### src/design/bist_pkg.sv
`timescale 1ns / 1ps
// ----------------------------------------------------------------------------
// Bounded integer set table: package
// Request and response types, action and status codes, and the control
// bundle that the controller broadcasts to every storage cell.
// ----------------------------------------------------------------------------
package bist_pkg;

    localparam int ELEM_W      = 32;
    localparam int CFG_W       = 7;
    localparam int COUNT_OUT_W = 7;
    localparam logic [CFG_W-1:0] SIZE_RESET = 7'd64;

    // Action codes carried in a request.
    typedef enum logic [2:0] {
        ACT_INSERT    = 3'd0,
        ACT_REMOVE    = 3'd1,
        ACT_MEMBER    = 3'd2,
        ACT_TAKE_LAST = 3'd3,
        ACT_CLEAR     = 3'd4,
        ACT_ITER_INIT = 3'd5,
        ACT_ITER_NEXT = 3'd6
    } bist_action_t;

    // Status codes carried in a response.
    typedef enum logic [1:0] {
        STAT_DONE    = 2'd0,
        STAT_PRESENT = 2'd1,
        STAT_FULL    = 2'd2,
        STAT_NONE    = 2'd3
    } bist_status_t;

    typedef enum logic {
        ST_IDLE,
        ST_EXEC
    } bist_state_t;

    typedef struct packed {
        logic [2:0]               action;
        logic signed [ELEM_W-1:0] element;
    } bist_req_t;

    typedef struct packed {
        logic [1:0]               status;
        logic signed [ELEM_W-1:0] value;
        logic [COUNT_OUT_W-1:0]   count;
    } bist_rsp_t;

    // Broadcast controls for the cell row.
    typedef struct packed {
        logic look;      // capture the select flag this cycle
        logic by_value;  // select on a stored value match, else on the index
        logic write;     // load the key into the cell at the count
        logic shift;     // cells at or above the position take their neighbour
    } bist_cell_ctrl_t;

endpackage

### src/design/bist_cell.sv
`timescale 1ns / 1ps
// ----------------------------------------------------------------------------
// Bounded integer set table: storage cell
// Holds one entry of the set. Compares itself against the broadcast key or
// index, and takes its right-hand neighbour's entry when a removal closes
// the gap.
// ----------------------------------------------------------------------------
module bist_cell #(
    parameter int IDX   = 0,
    parameter int CNT_W = 7
) (
    input  logic                            clk,
    input  logic                            rst_n,
    input  bist_pkg::bist_cell_ctrl_t       ctrl,
    input  logic [bist_pkg::ELEM_W-1:0]     key,
    input  logic [CNT_W-1:0]                sel_idx,
    input  logic [CNT_W-1:0]                count,
    input  logic [CNT_W-1:0]                pos,
    input  logic [bist_pkg::ELEM_W-1:0]     right_data,
    output logic [bist_pkg::ELEM_W-1:0]     data,
    output logic                            sel
);
    import bist_pkg::*;

    localparam logic [CNT_W-1:0] MY_IDX = CNT_W'(IDX);

    logic [ELEM_W-1:0] data_reg;
    logic [ELEM_W-1:0] data_next;
    logic              sel_reg;
    logic              sel_next;

    // Select flag: a live entry equal to the key, or this cell's index.
    always_comb
    begin
        sel_next = sel_reg;
        if (ctrl.look)
        begin
            if (ctrl.by_value)
                sel_next = (MY_IDX < count) && (data_reg == key);
            else
                sel_next = (MY_IDX == sel_idx);
        end
    end

    // Entry update: append at the count, or move down on a removal.
    always_comb
    begin
        data_next = data_reg;
        if (ctrl.write && (MY_IDX == count))
            data_next = key;
        else if (ctrl.shift && (MY_IDX >= pos))
            data_next = right_data;
    end

    always_ff @(posedge clk or negedge rst_n)
    begin
        if (!rst_n)
            sel_reg <= 1'b0;
        else
            sel_reg <= sel_next;
    end

    // The entry itself is not reset; it is only read once written.
    always_ff @(posedge clk)
    begin
        data_reg <= data_next;
    end

    assign data = data_reg;
    assign sel  = sel_reg;

endmodule

### config.mk
export PLATFORM = sky130hd
export DESIGN_NAME = bist_cell
export DESIGN_NICKNAME = d
export VERILOG_FILES = /design/src/design/bist_pkg.sv /design/src/design/bist_cell.sv
export SDC_FILE = /design/constraint.sdc
export NUM_CORES = 1
export LEC_CHECK = 0
export CAP_MARGIN = 5
export CORE_UTILIZATION = 30
export DETAILED_ROUTE_END_ITERATION = 8
export DONT_BUFFER_PORTS = 1
export GPL_TIMING_DRIVEN = 0
export PLACE_DENSITY = 0.5
export SYNTH_ARGS = -nofsm -noshare
export SYNTH_HDL_FRONTEND = slang
export SYNTH_SLANG_ARGS = --single-unit
export TNS_END_PERCENT = 5
### constraint.sdc
create_clock -name clk -period 1.7 [get_ports clk]
set_input_delay 0.255 -clock clk [delete_from_list [all_inputs] [get_ports clk]]
set_output_delay 0.255 -clock clk [all_outputs]
set_load 0.02 [all_outputs]
==> flow_summary.ini, run 1 <==
[outcome]
status = finished, violations left
violations = negative setup slack

[routing]
drtPass1Iterations = 4
ant_nets = 0
drt_iter0_markers = 51
wl_per_cell_um = 21.17
num_vias = 1083
drc = 0
wl_um = 4403
drt-vias-per-instance = 5.207

[clock_tree]
cts_num_sinks = 33
clk_pin_slew_worst_paths_ns = 0.07
cts_root_buf = clkbuf_8
cts_setup_buffers = 0
cts.htree.levels = 2
worstSkewPairLatency_ns = 0.29
cts_tree = done
clock_path_buffers = 2
numCtsBuffers = 5

[setup_path]
crit_path_start_kind = register
cp_slowest_cell = edfxtp_1
startpoint = data[8]$_DFFE_PP_
slowest_delay_ns = 0.51
worstSetupEndpoint = sel$_DFFE_PN0P_
r2r_start = data[8]$_DFFE_PP_
path_cells = xor2_1 -> nor4_2 -> nand4_1 -> or4_1 -> o21ai_1
worst-endpoint-required_ns = 1.91
r2r-end = sel$_DFFE_PN0P_
reg2reg_depth = 5
r2r_setup_slack_ns = -0.14
endpoint_kind = register
arrival_ns = 2.05
path_class = register to register
cp_max_fo = 2

[finish]
drive_gt1_share_pct = 37.59
largest_reg_flops = 32
fin_util_pct = 36.09
areaGrowthSynthToFinish_pct = 13.14
diodes = 0
fin_nets = 223

[logic_synthesis]
yosys-top-cells-area = edfxtp_1, mux2_4, xor2_1
syn_area_per_cell_um2 = 15.59
ys_ff_latch = 33
synth_cells = 124
syn-cell-area_um2 = 1933
synth_top_area_share_pct = 49.71
syn_nets = 215
yosysSeqAreaShare_pct = 51.00
synth_cell_type_count = 18
yosys.area.top_type = edfxtp_1
yosysWarnings = 0

[sta]
clock.fmax_mhz = 543.9
final.setup_skew_ns = 0.004509
min_period_ns = 1.839
slew_headroom_pct = 72.71
finalHoldViolations = 0
period_share_pct = 108.2
worst_pin_slew_ns = 0.4057
maxSlewViolCount = 0
setup_ws_ns = -0.1387
rsz0062_at_grt = true
setup_viol_count_final = 1

[global_route]
grt_pass1_wl_um = 6099
overflow = 0
antenna_found_initial = 0
grt_pass1_vias = 1130
grt_util_all_layers_pct = 12.95
grt_max_degree = 33

[pwr]
clkPwrFrac_pct = 39.0
ir_worst_vdd_mv = 0.2771
p_comb_share_pct = 6.8
p_seq_share_pct = 54.2
switchingPower_uw = 339.7
power_leakage_uw = 0.0008373
p_per_area_nw_per_um2 = 771.2
p_sw_share_pct = 20.14
p_int_uw = 1347

[floorplan]
dieArea_um2 = 6768
io_pins = 124
start_util_pct = 31.90
die_h_um = 82.27
core_um2 = 6061
rows = 28
die_w_um = 82.27

[run]
cap_viol_max_count = 0

[place]
dp_hpwl_um = 3349
portBuffers = 0
place_ws_ns = -0.3192
gp_congestion = 0.7020

[worst_hold_path]
hold_path_class = input pin to register
[cell type report]
cell class | count | area (µm²)
multi-input combinational | 88 | 953.4
sequential | 33 | 985.9
buffer | 3 | 42.54
tap | 75 | 93.84
clock inverter | 1 | 5.005
timing repair buffer | 1 | 10.01
fill | 582 | 3874
clock buffer | 7 | 96.34
[metrics by stage]
| stage | power (µW) | TNS [ns] | hold slack, ns | instance area [µm²] | std cells |
|---|---|---|---|---|---|
| final | 1687 | -0.1387 | 0.1218 | 2187 | 208 |
| after global routing | 1758 | -0.2768 | 0.1320 | 2187 | 208 |
| after CTS | 1712 | -0.2046 | 0.1108 | 2173 | 208 |
| after detailed placement | 1042 | -17.00 | -0.04055 | 2043 | 199 |
| after global placement | 1039 | -15.03 | -0.04056 | 2043 | 199 |
| after floorplan | 1028 | -5.367 | -0.04059 | 1949 | 124 |
[worst min-delay path by stage]
stage | depth (start not counted) | slack, ns | endpoint | start
after global routing | 2 | 0.13 | sel$_DFFE_PN0P_ | ctrl[3]
after detailed placement | 0 | -0.04 | sel$_DFFE_PN0P_ | rst_n
final | 2 | 0.12 | sel$_DFFE_PN0P_ | ctrl[3]
after CTS | 2 | 0.11 | sel$_DFFE_PN0P_ | ctrl[3]
after global placement | 0 | -0.04 | sel$_DFFE_PN0P_ | rst_n
after floorplan | 0 | -0.04 | sel$_DFFE_PN0P_ | rst_n
[critical path, delay by kind of cell (launching register included)]
| family | cells | cell delay, ns |
|---|---|---|
| and+or+nand+nor | 3 | 0.95 |
| DFF | 1 | 0.51 |
| xor gates and xnor gates | 1 | 0.20 |
| AOI/OAI and AO/OA | 1 | 0.12 |
[metal layers]
layer  share of wire [%]  wire length (µm)  global-route usage (%)
met3                 9.2               407                   5.824
met1                  36              1585                   14.31
met5                   0                 0                       0
met4                 1.1                48                   4.737
met2                  54              2360                   21.82
[Yosys cell counts (all sizes together)]
cell type,instances
xor2,27
or4,4
nand2,3
nor4,8
buf,3
nor3,1
nand3,2
edfxtp,32
nand4,2
dfrtp,1
o21ai,3
mux2,32
xnor2,5
nor4b,1
[logic make-up (layout without fill, tap and decap cells)]
kind of cell / after synthesis / count (layout) / synth area share, %
AO/OA/AOI/OAI: 3 / 3 / 0.7765
XOR/XNOR: 32 / 32 / 14.50
buffers and inverters: 3 / 12 / 1.747
flip-flops: 33 / 33 / 51.00
multiplexers: 32 / 32 / 24.27
AND/OR/NAND/NOR: 21 / 21 / 7.702
[layout by cell type, fill, tap and decap left out]
cell            n
clkbuf_8        7
mux2_4         29
dfrtp_1         1
o21ai_1         1
dlygate4sd3_1   1
nor4_4          1
xor2_1         27
edfxtp_1       32
nand2_1         1
nand3_1         2
or4_4           1
xnor2_1         5
nor3_1          1
mux2_2          3
or4_1           3
buf_12          1
o21ai_0         2
clkinv_2        1
nand4_1         2
nor4_1          4
nand2_4         1
nor4_2          3
buf_6           2
nor4b_1         1
nand2_8         1
[power by group through the flow]
stage	logic [µW]	registers (µW)	clock network [µW]
after global placement	107	932	0
after floorplan	98.0	930	0
after detailed placement	109	932	0
after CTS	115	914	682
after global routing	126	914	717
final	115	914	657
[timing repair]
action / CTS / global route
setup endpoints to repair: 1 / 33
endpoints found under the hold margin: 1 / 0
hold buffers: 1 / 0
gates resized for setup: 4 / 3
pin swaps: 1 / 1
(Power assumes the default switching activity.)
==> inputs of run 2 (changes only) <==
==> constraint.sdc (replaced) <==
create_clock -name clk -period 2.3 [get_ports clk]
set_input_delay 0.345 -clock clk [delete_from_list [all_inputs] [get_ports clk]]
set_output_delay 0.345 -clock clk [all_outputs]
set_load 0.02 [all_outputs]
==> run 2 against run 1 <==
Net effect: the run now ends clean; core utilization shrank 1.1 points; total power shrank 31%; sequential power shrank 26%; sequential share of layout area grew 1.4 points; worst hold slack gained 0.099 ns; via count grew 2.1%; critical path type unchanged; critical endpoint unchanged.
==> flow_summary.ini, run 2 (same netlist as run 1, synthesis figures left out) <==
[routing]
wl_um = 4482
wl_per_cell_um = 21.65
drc = 0
ant_nets = 0
drt_iter0_markers = 31
num_vias = 1106
drt-vias-per-instance = 5.343
drtPass1Iterations = 4

[floorplan]
die_w_um = 82.27
die_h_um = 82.27
core_um2 = 6061
io_pins = 124
dieArea_um2 = 6768
rows = 28
start_util_pct = 31.90

[sta]
rsz0062_at_grt = false
slew_headroom_pct = 69.37
min_period_ns = 2.013
maxSlewViolCount = 0
clock.fmax_mhz = 496.7
worst_pin_slew_ns = 0.4553
setup_viol_count_final = 0
finalHoldViolations = 0
final.setup_skew_ns = 0.003086
hold_ws_ns = 0.2209
period_share_pct = 87.54

[clock_tree]
worstSkewPairLatency_ns = 0.28
cts_num_sinks = 33
cts.htree.levels = 2
numCtsBuffers = 5
clk_pin_slew_worst_paths_ns = 0.07
cts_tree = done
cts_root_buf = clkbuf_8
clock_path_buffers = 2

[global_route]
overflow = 0
antenna_found_initial = 0
grt_max_degree = 33
grt_pass1_vias = 1231
grt_util_all_layers_pct = 13.57
grt_pass1_wl_um = 6437

[finish]
layout_common_cells = edfxtp_1, mux2_4, xor2_1
fin_cells = 207
largest_reg_flops = 32
final_common_cell = edfxtp_1
diodes = 0
areaGrowthSynthToFinish_pct = 9.709
fin_nets = 223
drive_gt1_share_pct = 33.33

[setup_path]
endpoint_kind = register
arrival_ns = 2.22
cp_max_fo = 2
path_class = register to register
crit_path_start_kind = register
worst-endpoint-required_ns = 2.50

[run]
cap_viol_max_count = 0

[worst_hold_path]
hold_path_class = input pin to register

[place]
dp_hpwl_um = 3385
portBuffers = 0
gp_congestion = 0.6752
dp.cells = 199

[pwr]
p_per_area_nw_per_um2 = 549.8
ir_worst_vdd_mv = 0.2131
total_power_uw = 1166
power_leakage_uw = 0.0008063

[outcome]
status = completed
## run 2: routing by layer
metal	routed length (µm)	GRT usage [%]	vias to the layer above
li1	-	-	483
met1	1635	15.02	540
met2	2318	22.73	77
met3	468	6.044	6
met4	60	5.263	0
met5	0	0	-
## run 2: repair_timing
action	in CTS	in global routing
endpoints found under the hold margin	1	0
setup endpoints to repair	0	32
buffers inserted	0	0
hold buffers	1	0
gates resized for setup	0	1
## run 2: layout make-up
class	instances	area, µm²
Fill cell	600	3940
Buffer	3	33.78
Timing Repair Buffer	1	10.01
Tap cell	75	93.84
Multi-Input combinational cell	88	920.9
Clock inverter	1	3.754
Clock buffer	6	72.57
Sequential cell	33	985.9
## run 2: critical path: stages (launching register included)
cell and delay, ns:
edfxtp_1 0.51, xor2_1 0.19, nor4_1 0.46, nand4_1 0.21
or4_1 0.42, o21ai_0 0.15
## run 2: final timing paths
path	start	endpoint	slack [ns]	cells after the start
worst max-delay path	data[17]$_DFFE_PP_	sel$_DFFE_PN0P_	0.29	5
worst min-delay path	ctrl[3]	sel$_DFFE_PN0P_	0.22	2
worst max register to register	data[17]$_DFFE_PP_	sel$_DFFE_PN0P_	0.29	5
worst min register to register	sel$_DFFE_PN0P_	sel$_DFFE_PN0P_	0.68	2
max in group asynchronous	rst_n	sel$_DFFE_PN0P_	1.93	1
min in group asynchronous	rst_n	sel$_DFFE_PN0P_	0.27	1
## run 2: metrics by stage
stage / setup TNS, ns / instance area (µm²) / utilization [%] / worst slack [ns]
6_report: 0 / 2121 / 34.99 / 0.2866
4_1_cts: 0 / 2116 / 34.91 / 0.07172
3_5_place_dp: -7.425 / 2029 / 33.48 / -0.2332
2_1_floorplan: 0 / 1936 / - / 0.1549
5_1_grt: 0 / 2121 / 34.99 / 0.2193
3_3_place_gp: -5.626 / 2029 / 33.48 / -0.1777
## run 2: power breakdown
part | switching (µW) | total, µW | internal (µW) | leakage, µW
Combinational | 22.8 | 81.8 | 59.0 | 0.000467
Clock | 204 | 408 | 204 | 0.0000387
Sequential | 10.7 | 676 | 665 | 0.000300
